`config.mk`:
```
export PLATFORM = sky130hd
export DESIGN_NAME = pssg_queue
export DESIGN_NICKNAME = d
export VERILOG_FILES = /design/src/design/pssg_pkg.sv /design/src/design/pssg_queue.sv
export SDC_FILE = /design/constraint.sdc
export NUM_CORES = 1
export LEC_CHECK = 0
export BUFFER_PORTS_ARGS = -buffer_cell sky130_fd_sc_hd__buf_2
export CAP_MARGIN = 20
export CORE_ASPECT_RATIO = 1.75
export CORE_MARGIN = 8
export CORE_UTILIZATION = 58
export CTS_BUF_LIST = sky130_fd_sc_hd__clkbuf_8
export DETAILED_ROUTE_END_ITERATION = 6
export HOLD_SLACK_MARGIN = 0.05
export PLACE_DENSITY = 0.87
export SLEW_MARGIN = 20
export SYNTH_ARGS = -nofsm -noshare
export SYNTH_HDL_FRONTEND = slang
export SYNTH_SLANG_ARGS = --single-unit
```
`constraint.sdc`:
```
create_clock -name clk -period 8.6 [get_ports clk]
set_input_delay 0.43 -clock clk [delete_from_list [all_inputs] [get_ports clk]]
set_output_delay 0.43 -clock clk [all_outputs]
set_load 0.05 [all_outputs]
```
`src/design/pssg_pkg.sv`:
```
// ============================================================================
// pssg_pkg
// Shared types and constants for the slot store and gather block.
// ============================================================================
package pssg_pkg;

    localparam int PARTITIONS   = 16;
    localparam int STORE_SLOTS  = 4096;
    localparam int VALUE_BITS   = 32;
    localparam int SUM_BITS     = VALUE_BITS + 12;
    localparam int PID_BITS     = 4;
    localparam int SLOT_BITS    = 12;
    localparam int CNT_BITS     = 13;
    localparam int COUNTER_MAX  = 8191;
    localparam int SRC_BITS     = 32;
    localparam int SCORE_BITS   = 32;
    localparam int DAMP_BITS    = 17;
    localparam int TELE_BITS    = 32;
    localparam int CFG_IDX_BITS = 4;
    localparam int CFG_DATA_BITS = 32;
    localparam int QUEUE_DEPTH  = 2;
    localparam int QPTR_BITS    = 1;
    localparam int QCNT_BITS    = 2;

    // operation codes
    localparam logic [2:0] OP_CLEAR   = 3'd0;
    localparam logic [2:0] OP_LOAD    = 3'd1;
    localparam logic [2:0] OP_DEPOSIT = 3'd2;
    localparam logic [2:0] OP_GATHER  = 3'd3;
    localparam logic [2:0] OP_EMPTY   = 3'd4;

    // result kinds
    localparam logic RK_SCORE = 1'b0;
    localparam logic RK_ACK   = 1'b1;

    // configuration register indexes
    localparam logic [CFG_IDX_BITS-1:0] CFG_DAMPING  = 4'd0;
    localparam logic [CFG_IDX_BITS-1:0] CFG_TELEPORT = 4'd1;

    typedef struct packed {
        logic [2:0]            operation;
        logic [PID_BITS-1:0]   partition_id;
        logic [SRC_BITS-1:0]   source_node;
        logic [VALUE_BITS-1:0] contribution;
        logic [SLOT_BITS-1:0]  slot_number;
        logic                  last_of_node;
    } in_item_t;

    typedef struct packed {
        logic                  result_kind;
        logic [SCORE_BITS-1:0] node_score;
        logic [SLOT_BITS-1:0]  written_slot;
        logic                  slot_overflow;
    } out_item_t;

    typedef enum logic [1:0] {
        BK_WRITE,
        BK_OVERFLOW,
        BK_GATHER,
        BK_EMPTY
    } back_kind_t;

    typedef struct packed {
        back_kind_t            kind;
        logic [SLOT_BITS-1:0]  slot;
        logic [VALUE_BITS-1:0] value;
        logic                  last;
    } back_cmd_t;

    typedef struct packed {
        logic      push;
        back_cmd_t cmd;
    } queue_wr_t;

    typedef struct packed {
        logic      avail;
        logic      full;
        back_cmd_t cmd;
    } queue_rd_t;

    typedef struct packed {
        logic [DAMP_BITS-1:0] damping_q16;
        logic [TELE_BITS-1:0] teleport_q32;
    } cfg_t;

    typedef enum logic [1:0] {
        BS_IDLE,
        BS_ACC,
        BS_MUL,
        BS_FIN
    } back_state_t;

endpackage

```
`src/design/pssg_queue.sv`:
```
// ============================================================================
// pssg_queue
// Short command queue between the front and back ends.
// ============================================================================
module pssg_queue (
    input  logic                clk,
    input  logic                rst_n,
    input  pssg_pkg::queue_wr_t wr,
    input  logic                pop,
    output pssg_pkg::queue_rd_t rd
);

    pssg_pkg::back_cmd_t             entry_reg [pssg_pkg::QUEUE_DEPTH];
    logic [pssg_pkg::QPTR_BITS-1:0]  wr_ptr_reg;
    logic [pssg_pkg::QPTR_BITS-1:0]  rd_ptr_reg;
    logic [pssg_pkg::QCNT_BITS-1:0]  count_reg;
    logic                            do_push;
    logic                            do_pop;

    // status and head entry
    always_comb
    begin
        rd.avail = count_reg != '0;
        rd.full  = count_reg == pssg_pkg::QCNT_BITS'(pssg_pkg::QUEUE_DEPTH);
        rd.cmd   = entry_reg[rd_ptr_reg];
        do_push  = wr.push && !rd.full;
        do_pop   = pop && rd.avail;
    end

    // pointers and fill count
    always_ff @(posedge clk or negedge rst_n)
    begin
        if (!rst_n)
        begin
            wr_ptr_reg <= '0;
            rd_ptr_reg <= '0;
            count_reg  <= '0;
        end
        else
        begin
            if (do_push)
                wr_ptr_reg <= wr_ptr_reg + pssg_pkg::QPTR_BITS'(1);
            if (do_pop)
                rd_ptr_reg <= rd_ptr_reg + pssg_pkg::QPTR_BITS'(1);
            if (do_push && !do_pop)
                count_reg <= count_reg + pssg_pkg::QCNT_BITS'(1);
            else if (do_pop && !do_push)
                count_reg <= count_reg - pssg_pkg::QCNT_BITS'(1);
        end
    end

    // entry storage
    always_ff @(posedge clk)
    begin
        if (do_push)
            entry_reg[wr_ptr_reg] <= wr.cmd;
    end

endmodule

```
Yosys cells after proc, flatten, opt, wreduce, memory -nomap -nowiden
Memory sizes are Yosys's and may differ from the RTL's.
Index checks and enable logic that the tools add are counted.
Word-level totals
  memories: 1
  word-level logic and storage cells: 22
  flip-flop bits (word level): 4
  RAM bits: 94
Cells by class
  $add $sub $neg: 4
  reduce and logical (&&, ||, !) cells: 9
  equality and inequality tests: 1
  mux-type cells: 4
Memory list
  entry_reg: depth 2, bits a word 47, rd ports 1, clocked after Yosys merged registers in 0, write ports 1, line pssg_queue.sv:13  | pssg_pkg::back_cmd_t entry_reg [pssg_pkg::QUEUE_DEPTH];
Operators by type and width (number)
  1-bit logical AND: 4
  2-bit 2-to-1 mux: 2
  2-bit nonzero test: 2
  1-bit logical NOT: 3
  1-bit adder, second input constant: 2
  2-bit by 1-bit adder with 2-bit output, second input constant: 1
  2-bit equality test, second input constant: 1
  1-bit 2-to-1 mux: 2
  2-bit by 1-bit subtractor with 2-bit output, second input constant: 1

Logic depth before layout (Yosys ltp)
Gate-level depths: netlist of the first run.
  word-level depth: 7
  mapped depth: 7

Worst setup path before layout of the first run
OpenSTA, ideal clock, no wires.
  path type: register to register
  start point: register count_reg[0] (netlist bit)
  end point: memory entry_reg[0][0] (netlist bit), enable pin
  data arrival time: 2.597 ns
  required time: 8.148 ns
  setup time: 0.452 ns
  stages on the path, launching flop included: 4
  slack: 5.551 ns
  cells stage by stage: dfrtp_1 > nand2b_1 > nand2_1 > nor2_1
On the way
  cells in the longest elaborated chain, start to end: 5
Ends and longest elaborated chain
  start, declared: line pssg_queue.sv:16  | logic [pssg_pkg::QCNT_BITS-1:0] count_reg;
  start signal, assigned: line pssg_queue.sv:46  | count_reg <= count_reg + pssg_pkg::QCNT_BITS'(1);
  start signal, assigned: line pssg_queue.sv:48  | count_reg <= count_reg - pssg_pkg::QCNT_BITS'(1);
  2-bit equality test: line pssg_queue.sv:24  | rd.full = count_reg == pssg_pkg::QCNT_BITS'(pssg_pkg::QUEUE_DEPTH);
  1-bit logical NOT: line pssg_queue.sv:26  | do_push = wr.push && !rd.full;
  1-bit logical AND: line pssg_queue.sv:26
  1-bit 2-to-1 mux: line pssg_queue.sv:55  | if (do_push)
  1-bit 2-to-1 mux (not written as such): line pssg_queue.sv:56  | entry_reg[wr_ptr_reg] <= wr.cmd;
  end, declared: line pssg_queue.sv:13
Every way passes these cells.

==> results_tabular.tex, run 1 <==
\begin{tabular}{lr}
\hline
Metric & Value \\
\hline
\multicolumn{2}{l}{\textbf{Timing}} \\
Final Hold Fails & 0 \\
Max-slew violation count & 0 \\
Final Worst Setup Slack & between 6 and 7 ns \\
Post-Route Skew & about 0.0043 ns \\
Final-layout worst hold slack & 0.257 ns \\
RSZ-0062 raised after global routing & no \\
Final worst-path cycle share & 29.1\% \\
Pin slew with the least headroom to its limit & around 1.1 ns \\
Total Neg Setup Slack & 0 ns \\
Setup-failing EPs final & 0 \\
FMAX & approximately 0.4 GHz \\
Clock period minus final worst setup slack & $\sim$2.5 ns \\
Slew HR & $\sim$29\% \\
\multicolumn{2}{l}{\textbf{Yosys}} \\
Syn\_area\_per\_cell & 22.2 um\^{}2 \\
Post-synthesis cell area & 3670 um\^{}2 \\
Fraction of synthesized cell area taken by the top area cell type & approximately three quarters \\
Adder and majority cell fraction of the synthesized area & less than 1\% \\
Part of the Yosys area used for sequential elements & $\sim$80\% \\
Cells after Synth & approximately 170 \\
Syn nets & $\sim$220 \\
Synth Warn \# & 0 \\
Flop and latch count out of synthesis & a little under 100 \\
Dominant combinational cell family by area after synthesis & multiplexers \\
Cell type with the highest aggregate area in the netlist & sky130\_fd\_sc\_hd\_\_edfxtp\_1 \\
Synth cell types & 15 \\
Simple-gate share of the synthesized area & 0.921\% \\
Post-synthesis xor/xnor area fraction & 1.19\% \\
Multiplexer area fraction after synthesis & 16.5\% \\
Complex-gate fraction of the synthesized area & 0\% \\
Largest cells by area after synthesis & sky130\_fd\_sc\_hd\_\_edfxtp\_1, sky130\_fd\_sc\_hd\_\_mux2\_2, sky130\_fd\_sc\_hd\_\_mux2\_4 \\
\multicolumn{2}{l}{\textbf{Worst setup path}} \\
Required arrival time at the worst endpoint & $\sim$8.2 ns \\
Worst endpoint data arrival time & slightly above 2 ns \\
Series of cell instances along the critical path & buf\_4 -> mux2\_2 -> buf\_2 \\
Buffers \& Inverters on Critical Path & 2 \\
Cell type of the slowest stage on the worst timing path & sky130\_fd\_sc\_hd\_\_dfrtp\_2 \\
Kind of end point of the critical path & output pin \\
Stage delay of the slowest cell on the critical path & about 0.57 ns \\
Setup crit start kind & flip-flop \\
Kind of critical path & reg -> out \\
Category of cells accounting for the largest share of critical-path delay & buffers and inverters \\
Largest fanout on the critical path & 34 \\
\multicolumn{2}{l}{\textbf{Route}} \\
Via count & around 1800 \\
Number of antenna-violating nets in the routed design & 0 \\
Violation count after the first detailed-route iteration & 86 \\
Routed length per instance & approximately 18 um \\
Number of iterations in the first detailed-routing pass & 4 \\
Aggregate routed wire length & $\sim$6.4 mm \\
Via density & 5.01 \\
Residual DRC & 0 \\
\multicolumn{2}{l}{\textbf{Layout}} \\
Antenna diodes & 0 \\
Flip-flop count of the largest register after layout & 94 \\
Area growth from synthesis to final layout & 21.0\% \\
Utilization after layout & 71.8\% \\
Layout cells sized above 1 & between 60\% and 70\% \\
Finished Cell Area & between 4000 and 5000 um\^{}2 \\
Final layout net count & about 330 \\
\multicolumn{2}{l}{\textbf{Placement}} \\
Final weighted congestion of routability-driven global placement & $\sim$0.73 \\
Placed instance area & between 4000 and 5000 um\^{}2 \\
Port-buffer cells & slightly below 100 \\
Post-detail-place hpwl & 4.67 mm \\
Pre-CTS worst setup slack & between 6 and 7 ns \\
\multicolumn{2}{l}{\textbf{Floorplan}} \\
Placeable core area & 6180 um\^{}2 \\
Die Outline Area & slightly above 9000 um\^{}2 \\
Horiz. Die Dim & between 70 and 80 um \\
Placement row count & 38 \\
Vert. Die Dim & 121 um \\
Number of top-level pins & 100 \\
Effective utilization at floorplan & between 50\% and 60\% \\
\multicolumn{2}{l}{\textbf{Clock tree}} \\
Clock transition at the registers of the reported paths & 0.08 ns \\
Max H-tree Level & 3 \\
Quantity of hold-fixing buffers added after cts & 1 \\
CTS root buf & sky130\_fd\_sc\_hd\_\_clkbuf\_8 \\
Clock tree from TritonCTS & done \\
Largest buffer count on any clock path & 2 \\
Clock latency of the later-clocked register in the worst-skew pair & roughly 0.35 ns \\
Post-CTS Setup Bufs & 0 \\
Number of buffers created by CTS & 9 \\
Clock sink count & 98 \\
Post-cts gate resize count & 0 \\
\multicolumn{2}{l}{\textbf{Power}} \\
Largest vdd supply drop & around 0.00027 V \\
Power per cell area & 394 nW/um\^{}2 \\
Leakage & between 1.5 and 2 nW \\
\multicolumn{2}{l}{\textbf{Global route}} \\
Number of global-route vias before repair & a little over 2000 \\
GR Overflow Total & 0 \\
First-pass GRT wire length & a little under 10 mm \\
Total track usage & 14.2\% \\
Pin count of the biggest net entering global routing & 48 \\
Initial antenna violation count & 0 \\
\multicolumn{2}{l}{\textbf{Min path}} \\
Worst hold path type & in -> reg \\
\multicolumn{2}{l}{\textbf{Run status}} \\
Run status & finished clean \\
\multicolumn{2}{l}{\textbf{Job}} \\
Max-cap violation count & 0 \\
\hline
\end{tabular}
-- Yosys cell counts --
cell / n
sky130_fd_sc_hd__inv_1: 2
sky130_fd_sc_hd__and3_1: 1
sky130_fd_sc_hd__nand2_1: 2
sky130_fd_sc_hd__buf_6: 3
sky130_fd_sc_hd__dfrtp_1: 4
sky130_fd_sc_hd__or2_2: 1
sky130_fd_sc_hd__edfxtp_1: 94
sky130_fd_sc_hd__ha_1: 1
sky130_fd_sc_hd__xor2_1: 2
sky130_fd_sc_hd__mux2_2: 27
sky130_fd_sc_hd__nor2_1: 2
sky130_fd_sc_hd__nand2b_1: 1
sky130_fd_sc_hd__mux2_4: 20
sky130_fd_sc_hd__buf_2: 2
sky130_fd_sc_hd__xnor2_1: 3
-- worst paths after layout --
path / from / slack (ns) / cells after the start / to
worst max-delay path: rd_ptr_reg / 6.10 / 3 / rd[38]
worst min-delay path: wr[31] / 0.26 / 1 / entry_reg[0][31]
worst max register to register: count_reg[0] / 6.53 / 4 / entry_reg[0][16]
worst min register to register: count_reg[1] / 0.50 / 1 / count_reg[1]
max in group asynchronous: rst_n / 8.06 / 2 / rd_ptr_reg
min in group asynchronous: rst_n / 0.41 / 2 / wr_ptr_reg
-- per-layer routing --
layer	up-vias	global-route usage [%]	routed length [um]
met2	63	26.3	3630
met3	11	6.68	485
li1	852	-	-
met1	868	12.3	2130
met5	-	0	0
met4	0	7.26	121
-- layout by cell type (no fill, tap or decap) --
| cell type | n |
|---|---|
| sky130_fd_sc_hd__xor2_1 | 2 |
| sky130_fd_sc_hd__clkinvlp_4 | 1 |
| sky130_fd_sc_hd__ha_1 | 1 |
| sky130_fd_sc_hd__edfxtp_1 | 94 |
| sky130_fd_sc_hd__mux2_4 | 20 |
| sky130_fd_sc_hd__clkbuf_8 | 9 |
| sky130_fd_sc_hd__buf_2 | 99 |
| sky130_fd_sc_hd__nor2_1 | 1 |
| sky130_fd_sc_hd__and3_2 | 1 |
| sky130_fd_sc_hd__or2_2 | 1 |
| sky130_fd_sc_hd__nand2b_1 | 1 |
| sky130_fd_sc_hd__dfrtp_1 | 3 |
| sky130_fd_sc_hd__buf_4 | 2 |
| sky130_fd_sc_hd__mux2_2 | 27 |
| sky130_fd_sc_hd__bufinv_16 | 1 |
| sky130_fd_sc_hd__nand2_1 | 2 |
| sky130_fd_sc_hd__nor2_4 | 1 |
| sky130_fd_sc_hd__xnor2_1 | 3 |
| sky130_fd_sc_hd__inv_1 | 3 |
| sky130_fd_sc_hd__dlygate4sd3_1 | 1 |
| sky130_fd_sc_hd__dfrtp_2 | 1 |
| sky130_fd_sc_hd__clkinv_2 | 4 |
-- cell type report --
class | instances | area (um^2)
clock buffer | 9 | 124
clock inverter | 7 | 61.3
fill | 410 | 1740
inverter | 2 | 7.51
multi-input combinational | 60 | 703
sequential | 98 | 2920
tap | 80 | 100
timing repair buffer | 102 | 520
-- power breakdown --
part           leakage (nW)  internal [mW]  switching (mW)  total [mW]
Sequential            0.919          0.655          0.0440       0.699
Clock                 0.100          0.131           0.141       0.272
Combinational         0.733          0.231           0.549       0.780
-- metrics by stage --
stage	total power [mW]	std cells
after floorplan	1.35	165
after global placement	1.49	341
after detailed placement	1.50	341
after CTS	1.78	358
after global routing	1.82	358
final	1.75	358
-- kinds of logic (layout without fill, tap and decap cells) --
logic type,count (synthesis),in the layout
XOR/XNOR,5,5
adder cells (fa/ha/maj),1,1
buffers and inverters,7,120
flip-flops,98,98
multiplexers,47,47
AND/OR/NAND/NOR,7,7
Power figures use the tool's default switching activity.
==> run 2, diff against run 1 <==
--- a/config.mk
+++ b/config.mk
@@ -9,11 +9,11 @@
 export CAP_MARGIN = 20
 export CORE_ASPECT_RATIO = 1.75
 export CORE_MARGIN = 8
-export CORE_UTILIZATION = 58
+export CORE_UTILIZATION = 49
 export CTS_BUF_LIST = sky130_fd_sc_hd__clkbuf_8
 export DETAILED_ROUTE_END_ITERATION = 6
 export HOLD_SLACK_MARGIN = 0.05
-export PLACE_DENSITY = 0.87
+export PLACE_DENSITY = 0.78
 export SLEW_MARGIN = 20
 export SYNTH_ARGS = -nofsm -noshare
 export SYNTH_HDL_FRONTEND = slang
==> constraint.sdc (replaced) <==
create_clock -name clk -period 2.24 [get_ports clk]
set_input_delay 0.112 -clock clk [delete_from_list [all_inputs] [get_ports clk]]
set_output_delay 0.112 -clock clk [all_outputs]
set_load 0.05 [all_outputs]
==> run 2 against run 1 <==
  * Non-clock buffer count increased by 50
  * First-iteration DRC count rose by 42%
  * Register-to-register slack lost 5.9 ns
  * Design area is 12% higher
  * Largest power group unchanged
  * Worst setup slack worse by 5.7 ns
  * Via count is 11% higher
  * Global-route usage decreased by 0.26 points
  * Sequential share of layout area fell by 7.1 points
==> results_tabular.tex, run 2 (synthesized netlist as in run 1, its figures left out) <==
\begin{tabular}{lr}
\hline
Metric & Value \\
\hline
\multicolumn{2}{l}{\textbf{Run status}} \\
Run status & finished clean \\
\multicolumn{2}{l}{\textbf{Clock tree}} \\
Quantity of hold-fixing buffers added after cts & between 40 and 50 \\
CTS root buf & sky130\_fd\_sc\_hd\_\_clkbuf\_8 \\
Largest buffer count on any clock path & 2 \\
Max H-tree Level & 3 \\
Post-CTS Setup Bufs & 0 \\
Number of buffers created by CTS & 9 \\
Clock tree from TritonCTS & done \\
Clock transition at the registers of the reported paths & approximately 0.080 ns \\
Post-cts gate resize count & 0 \\
Clock latency of the later-clocked register in the worst-skew pair & $\sim$0.35 ns \\
Clock sink count & a little under 100 \\
\multicolumn{2}{l}{\textbf{Timing}} \\
Max-slew violation count & 0 \\
FMAX & between 0.5 and 0.6 GHz \\
Pin slew with the least headroom to its limit & around 0.31 ns \\
Final Hold Fails & 0 \\
Total Neg Setup Slack & 0 ns \\
Post-Route Skew & 0.00486 ns \\
Setup-failing EPs final & 0 \\
Final-layout worst hold slack & $\sim$0.079 ns \\
Final worst-path cycle share & 83.6\% \\
Clock period minus final worst setup slack & approximately 1.9 ns \\
Final Worst Setup Slack & about 0.37 ns \\
RSZ-0062 raised after global routing & no \\
Slew HR & approximately four fifths \\
\multicolumn{2}{l}{\textbf{Layout}} \\
Antenna diodes & 0 \\
Most common cell after layout, fill and taps aside & sky130\_fd\_sc\_hd\_\_buf\_2 \\
Final-layout fill cell count & around 510 \\
Final layout net count & between 300 and 400 \\
Flip-flop count of the largest register after layout & 94 \\
Layout cells sized above 1 & approximately half \\
Commonest non-fill, non-tap cells in the layout & sky130\_fd\_sc\_hd\_\_buf\_2, sky130\_fd\_sc\_hd\_\_edfxtp\_1, sky130\_fd\_sc\_hd\_\_dlygate4sd3\_1 \\
Area growth from synthesis to final layout & 35.8\% \\
\multicolumn{2}{l}{\textbf{Floorplan}} \\
Vert. Die Dim & around 130 um \\
Horiz. Die Dim & 81.4 um \\
Placeable core area & 7410 um\^{}2 \\
Number of top-level pins & 100 \\
Effective utilization at floorplan & 49.5\% \\
Placement row count & between 40 and 50 \\
Die Outline Area & 10600 um\^{}2 \\
\multicolumn{2}{l}{\textbf{Min path}} \\
Worst hold path type & in -> async \\
\multicolumn{2}{l}{\textbf{Placement}} \\
Final weighted congestion of routability-driven global placement & between 0.7 and 0.8 \\
Pre-CTS worst setup slack & around 0.65 ns \\
Port-buffer cells & between 90 and 100 \\
Post-detail-place hpwl & 4.57 mm \\
\multicolumn{2}{l}{\textbf{Global route}} \\
GR peak layer & met2 \\
Met1 GRT Util & around an eighth \\
Met2 Usage GRT & between 20\% and 30\% \\
Number of global-route vias before repair & 2232 \\
Pin count of the biggest net entering global routing & 48 \\
First-pass GRT wire length & $\sim$11 mm \\
Global routing met3 resource utilization & 3.01\% \\
Total track usage & 14.0\% \\
Initial antenna violation count & 0 \\
GR Overflow Total & 0 \\
\multicolumn{2}{l}{\textbf{Power}} \\
Largest vdd supply drop & 0.000906 V \\
Power per cell area & between 1000 and 1500 nW/um\^{}2 \\
Leakage & 1.98 nW \\
\multicolumn{2}{l}{\textbf{Worst setup path}} \\
Kind of critical path & reg -> out \\
Largest fanout on the critical path & between 40 and 50 \\
Setup crit start kind & flip-flop \\
Required arrival time at the worst endpoint & 2.13 ns \\
Category of cells accounting for the largest share of critical-path delay & buffers and inverters \\
Kind of end point of the critical path & output pin \\
Cell type of the slowest stage on the worst timing path & sky130\_fd\_sc\_hd\_\_dfrtp\_2 \\
Worst endpoint data arrival time & approximately 1.8 ns \\
Buffers \& Inverters on Critical Path & 2 \\
Series of cell instances along the critical path & buf\_12 -> mux2\_2 -> buf\_2 \\
Stage delay of the slowest cell on the critical path & around 0.5 ns \\
\multicolumn{2}{l}{\textbf{Route}} \\
Via density & 4.78 \\
Via count & 1988 \\
Routed length per instance & roughly 17 um \\
Residual DRC & 0 \\
Number of iterations in the first detailed-routing pass & 4 \\
Number of antenna-violating nets in the routed design & 0 \\
Aggregate routed wire length & $\sim$6.9 mm \\
Violation count after the first detailed-route iteration & $\sim$120 \\
\multicolumn{2}{l}{\textbf{Job}} \\
Max-cap violation count & 0 \\
\hline
\end{tabular}
[run 2: changes by cell type in the layout (fill, tap and decap cells not counted)]
| cell | delta |
|---|---|
| sky130_fd_sc_hd__buf_4 | -1 |
| sky130_fd_sc_hd__clkbuf_8 | +3 |
| sky130_fd_sc_hd__inv_1 | +1 |
| sky130_fd_sc_hd__dlygate4sd3_1 | +48 |
| sky130_fd_sc_hd__clkinv_2 | -2 |
| sky130_fd_sc_hd__buf_12 | +3 |
| sky130_fd_sc_hd__clkinvlp_4 | -1 |
| sky130_fd_sc_hd__bufinv_16 | -1 |
[run 2: per-stage QoR]
| stage | std cells | utilization, % | cell area [um^2] | power (mW) |
|---|---|---|---|---|
| 3_3_place_gp | 351 | 58.1 | 4310 | 5.82 |
| 5_1_grt | 416 | 67.2 | 4980 | 7.16 |
| 6_report | 416 | 67.2 | 4980 | 6.85 |
| 3_5_place_dp | 351 | 58.1 | 4310 | 5.86 |
| 4_1_cts | 416 | 67.2 | 4980 | 6.96 |
| 2_1_floorplan | 165 | - | 3680 | 5.19 |
[run 2: final cells by class]
class                   count  area, um^2  share of cell area [%]
flip-flops and latches     98        2920                    58.7
repair buffers            152        1050                    21.2
multi-input cells          60         703                    14.1
clock buffers              12         165                    3.32
well taps                  88         110                    2.21
clock inverters             4        17.5                   0.352
inverters                   2        7.51                   0.151
[run 2: power breakdown]
group,internal [mW],switching (mW)
Clock,0.483,0.528
Combinational,1.01,2.18
Sequential,2.51,0.144
Total,4.00,2.85
[run 2: worst paths after layout]
kind / depth (start not counted) / from / to / slack (ns)
max in group asynchronous: 2 / rst_n / rd_ptr_reg / 2.03
min in group clk: 3 / wr[47] / wr_ptr_reg / 0.14
hold / removal: 2 / rst_n / count_reg[0] / 0.08
hold reg to reg: 1 / count_reg[1] / count_reg[1] / 0.52
setup reg to reg: 6 / count_reg[0] / count_reg[1] / 0.63
setup / recovery: 3 / rd_ptr_reg / rd[26] / 0.37
[run 2: worst register-to-register path: stages, from the launching register on]
cell	delay [ns]
sky130_fd_sc_hd__dfrtp_1	0.43
sky130_fd_sc_hd__nand2b_1	0.20
sky130_fd_sc_hd__nand2_1	0.17
sky130_fd_sc_hd__inv_1	0.07
sky130_fd_sc_hd__ha_1	0.32
sky130_fd_sc_hd__nor2_1	0.16
sky130_fd_sc_hd__xor2_1	0.17
[run 2: metal layers]
metal  vias to the layer above  routed length (um)
met3                        17                 397
met2                        62                3960
met5                         -                   0
met4                         0                 255
met1                       956                2320
li1                        953                   -
==> run 3, diff against run 2 <==
==> constraint.sdc (replaced) <==
create_clock -name clk -period 1.67 [get_ports clk]
set_input_delay 0.0835 -clock clk [delete_from_list [all_inputs] [get_ports clk]]
set_output_delay 0.0835 -clock clk [all_outputs]
set_load 0.05 [all_outputs]
==> run 3 against run 2 <==
  * First-iteration DRC count down 39%
  * Core utilization grew 1.7 points
  * Non-clock buffer count is 5 higher
  * Combinational power up 43%
  * Sequential power rose by 34%
  * Clock skew grew 0.0013 ns
  * Worst hold slack better by 0.37 ns
  * Design area up 2.6%
  * Die area unchanged
  * Power increased by 39%
  * Cell count rose by 1.4%
  * Clock-buffer cell count fell by 2
  * Largest cell class unchanged
==> results_tabular.tex, run 3 (synthesized netlist as in run 1, its figures left out) <==
\begin{tabular}{lr}
\hline
Metric & Value \\
\hline
\multicolumn{2}{l}{\textbf{Run status}} \\
Run status & finished clean \\
\multicolumn{2}{l}{\textbf{Worst setup path}} \\
Required arrival time at the worst endpoint & about 1.6 ns \\
Setup crit start kind & flip-flop \\
R2r setup slk & $\sim$0.15 ns \\
Buffers \& Inverters on Critical Path & 2 \\
Kind of end point of the critical path & output pin \\
Reg-to-reg startpoint & count\_reg[1] \\
Largest fanout on the critical path & 25 \\
Series of cell instances along the critical path & buf\_12 -> mux2\_2 -> buf\_2 \\
Crit path launch & rd\_ptr\_reg \\
Stage delay of the slowest cell on the critical path & 0.41 ns \\
Category of cells accounting for the largest share of critical-path delay & buffers and inverters \\
Kind of critical path & reg -> out \\
Worst endpoint data arrival time & $\sim$1.6 ns \\
Cell type of the slowest stage on the worst timing path & sky130\_fd\_sc\_hd\_\_dfrtp\_2 \\
\multicolumn{2}{l}{\textbf{Job}} \\
Max-cap violation count & 0 \\
\multicolumn{2}{l}{\textbf{Floorplan}} \\
Horiz. Die Dim & 81.4 um \\
Effective utilization at floorplan & approximately 50\% \\
Placement row count & 42 \\
Vert. Die Dim & 130 um \\
Number of top-level pins & 100 \\
Die Outline Area & $\sim$11000 um\^{}2 \\
Placeable core area & 7410 um\^{}2 \\
\multicolumn{2}{l}{\textbf{Timing}} \\
Final Hold Fails & 0 \\
RSZ-0062 raised after global routing & yes \\
Final worst-path cycle share & 99.1\% \\
Pin slew with the least headroom to its limit & about 0.28 ns \\
Clock period minus final worst setup slack & 1.65 ns \\
Slew HR & between 80\% and 90\% \\
Final-layout worst hold slack & between 0.4 and 0.5 ns \\
Setup-failing EPs final & 0 \\
Max-slew violation count & 0 \\
FMAX & $\sim$0.60 GHz \\
Post-Route Skew & between 0.006 and 0.007 ns \\
Final Worst Setup Slack & about 0.016 ns \\
\multicolumn{2}{l}{\textbf{Layout}} \\
Finished Cell Area & roughly 5100 um\^{}2 \\
Flip-flop count of the largest register after layout & 94 \\
Most common cell after layout, fill and taps aside & sky130\_fd\_sc\_hd\_\_edfxtp\_1 \\
Layout cells sized above 1 & a little over half \\
Area growth from synthesis to final layout & 39.3\% \\
Commonest non-fill, non-tap cells in the layout & sky130\_fd\_sc\_hd\_\_edfxtp\_1, sky130\_fd\_sc\_hd\_\_buf\_2, sky130\_fd\_sc\_hd\_\_dlygate4sd3\_1 \\
Final layout net count & 380 \\
Final std cells w/o fill & around 420 \\
\multicolumn{2}{l}{\textbf{Min path}} \\
Startpoint of the lowest-slack hold path & wr[20] \\
Worst hold path type & in -> reg \\
\multicolumn{2}{l}{\textbf{Global route}} \\
Met2 Usage GRT & around 26\% \\
Global routing met3 resource utilization & under 10\% \\
GR Overflow Total & 0 \\
Initial antenna violation count & 0 \\
Met1 GRT Util & 12.5\% \\
First-pass GRT wire length & roughly 11 mm \\
Number of global-route vias before repair & between 2000 and 2500 \\
GR peak layer & met2 \\
Total track usage & 13.7\% \\
Pin count of the biggest net entering global routing & 31 \\
\multicolumn{2}{l}{\textbf{Clock tree}} \\
CTS root buf & sky130\_fd\_sc\_hd\_\_clkbuf\_8 \\
Largest buffer count on any clock path & 2 \\
Clock tree from TritonCTS & done \\
Clock transition at the registers of the reported paths & approximately 0.080 ns \\
Clock sink count & roughly 100 \\
Max H-tree Level & 3 \\
Number of buffers created by CTS & 9 \\
Clock latency of the later-clocked register in the worst-skew pair & 0.35 ns \\
\multicolumn{2}{l}{\textbf{Placement}} \\
Pre-CTS worst setup slack & between 0.15 and 0.2 ns \\
Port-buffer cells & approximately 100 \\
Final weighted congestion of routability-driven global placement & 0.739 \\
Total instance count after detailed placement & about 350 \\
Placed instance area & roughly 4300 um\^{}2 \\
Post-detail-place hpwl & roughly 4.8 mm \\
\multicolumn{2}{l}{\textbf{Power}} \\
Power per cell area & about 1900 nW/um\^{}2 \\
Pwr Total & $\sim$9.5 mW \\
Largest vdd supply drop & between 0.0015 and 0.002 V \\
Leakage & approximately 2.0 nW \\
\multicolumn{2}{l}{\textbf{Route}} \\
Number of antenna-violating nets in the routed design & 0 \\
Residual DRC & 0 \\
Via density & about 4.9 \\
Number of iterations in the first detailed-routing pass & 4 \\
Routed length per instance & around 17 um \\
Aggregate routed wire length & around 7 mm \\
Via count & 2072 \\
Violation count after the first detailed-route iteration & 74 \\
\hline
\end{tabular}
-- run 3: changes by cell type in the layout (fill, tap and decap cells not counted), moves of 2 or more --
cell / previous run / this run
sky130_fd_sc_hd__clkbuf_8: 12 / 10
sky130_fd_sc_hd__buf_6: 0 / 8
sky130_fd_sc_hd__dlygate4sd3_1: 49 / 51
sky130_fd_sc_hd__buf_2: 99 / 90
sky130_fd_sc_hd__buf_4: 1 / 5
-- run 3: timing repair --
item	in CTS	in global routing
gates resized for setup	9	9
hold endpoints to repair	100	0
hold buffers	51	0
setup buffers	0	0
setup endpoints to repair	9	25
-- run 3: layout make-up --
cell class	count	area, um^2
multi-input cells	60	722
repair buffers	157	1150
inverters	2	7.51
flip-flops and latches	98	2920
clock inverters	6	57.6
well taps	88	110
fillers	487	2300
clock buffers	10	138
diodes	1	2.50
-- run 3: power breakdown --
group	internal (mW)	switching (mW)
sequential	3.36	0.176
clock	0.722	0.741
combinational	1.54	3.01
total	5.62	3.92
-- run 3: per-stage QoR --
step	util [%]	setup TNS [ns]
CTS	68.5	-0.00989
detailed placement	58.6	0
global placement	58.6	0
finish	69.0	0
floorplan	-	-2.27
global route	68.9	-0.203
-- run 3: path summary, 6_finish.rpt --
check,to,depth (start not counted)
max reg2reg,count_reg[1],5
max in group asynchronous,rd_ptr_reg,3
max,rd[38],3
min in group asynchronous,wr_ptr_reg,3
min reg2reg,count_reg[0],1
min,entry_reg[0][20],2
-- run 3: layer usage --
layer / share of wire [%] / up-vias
li1: - / 971
met2: 58 / 59
met3: 6.0 / 13
met4: 2.5 / 0
met1: 34 / 1029
met5: 0 / -
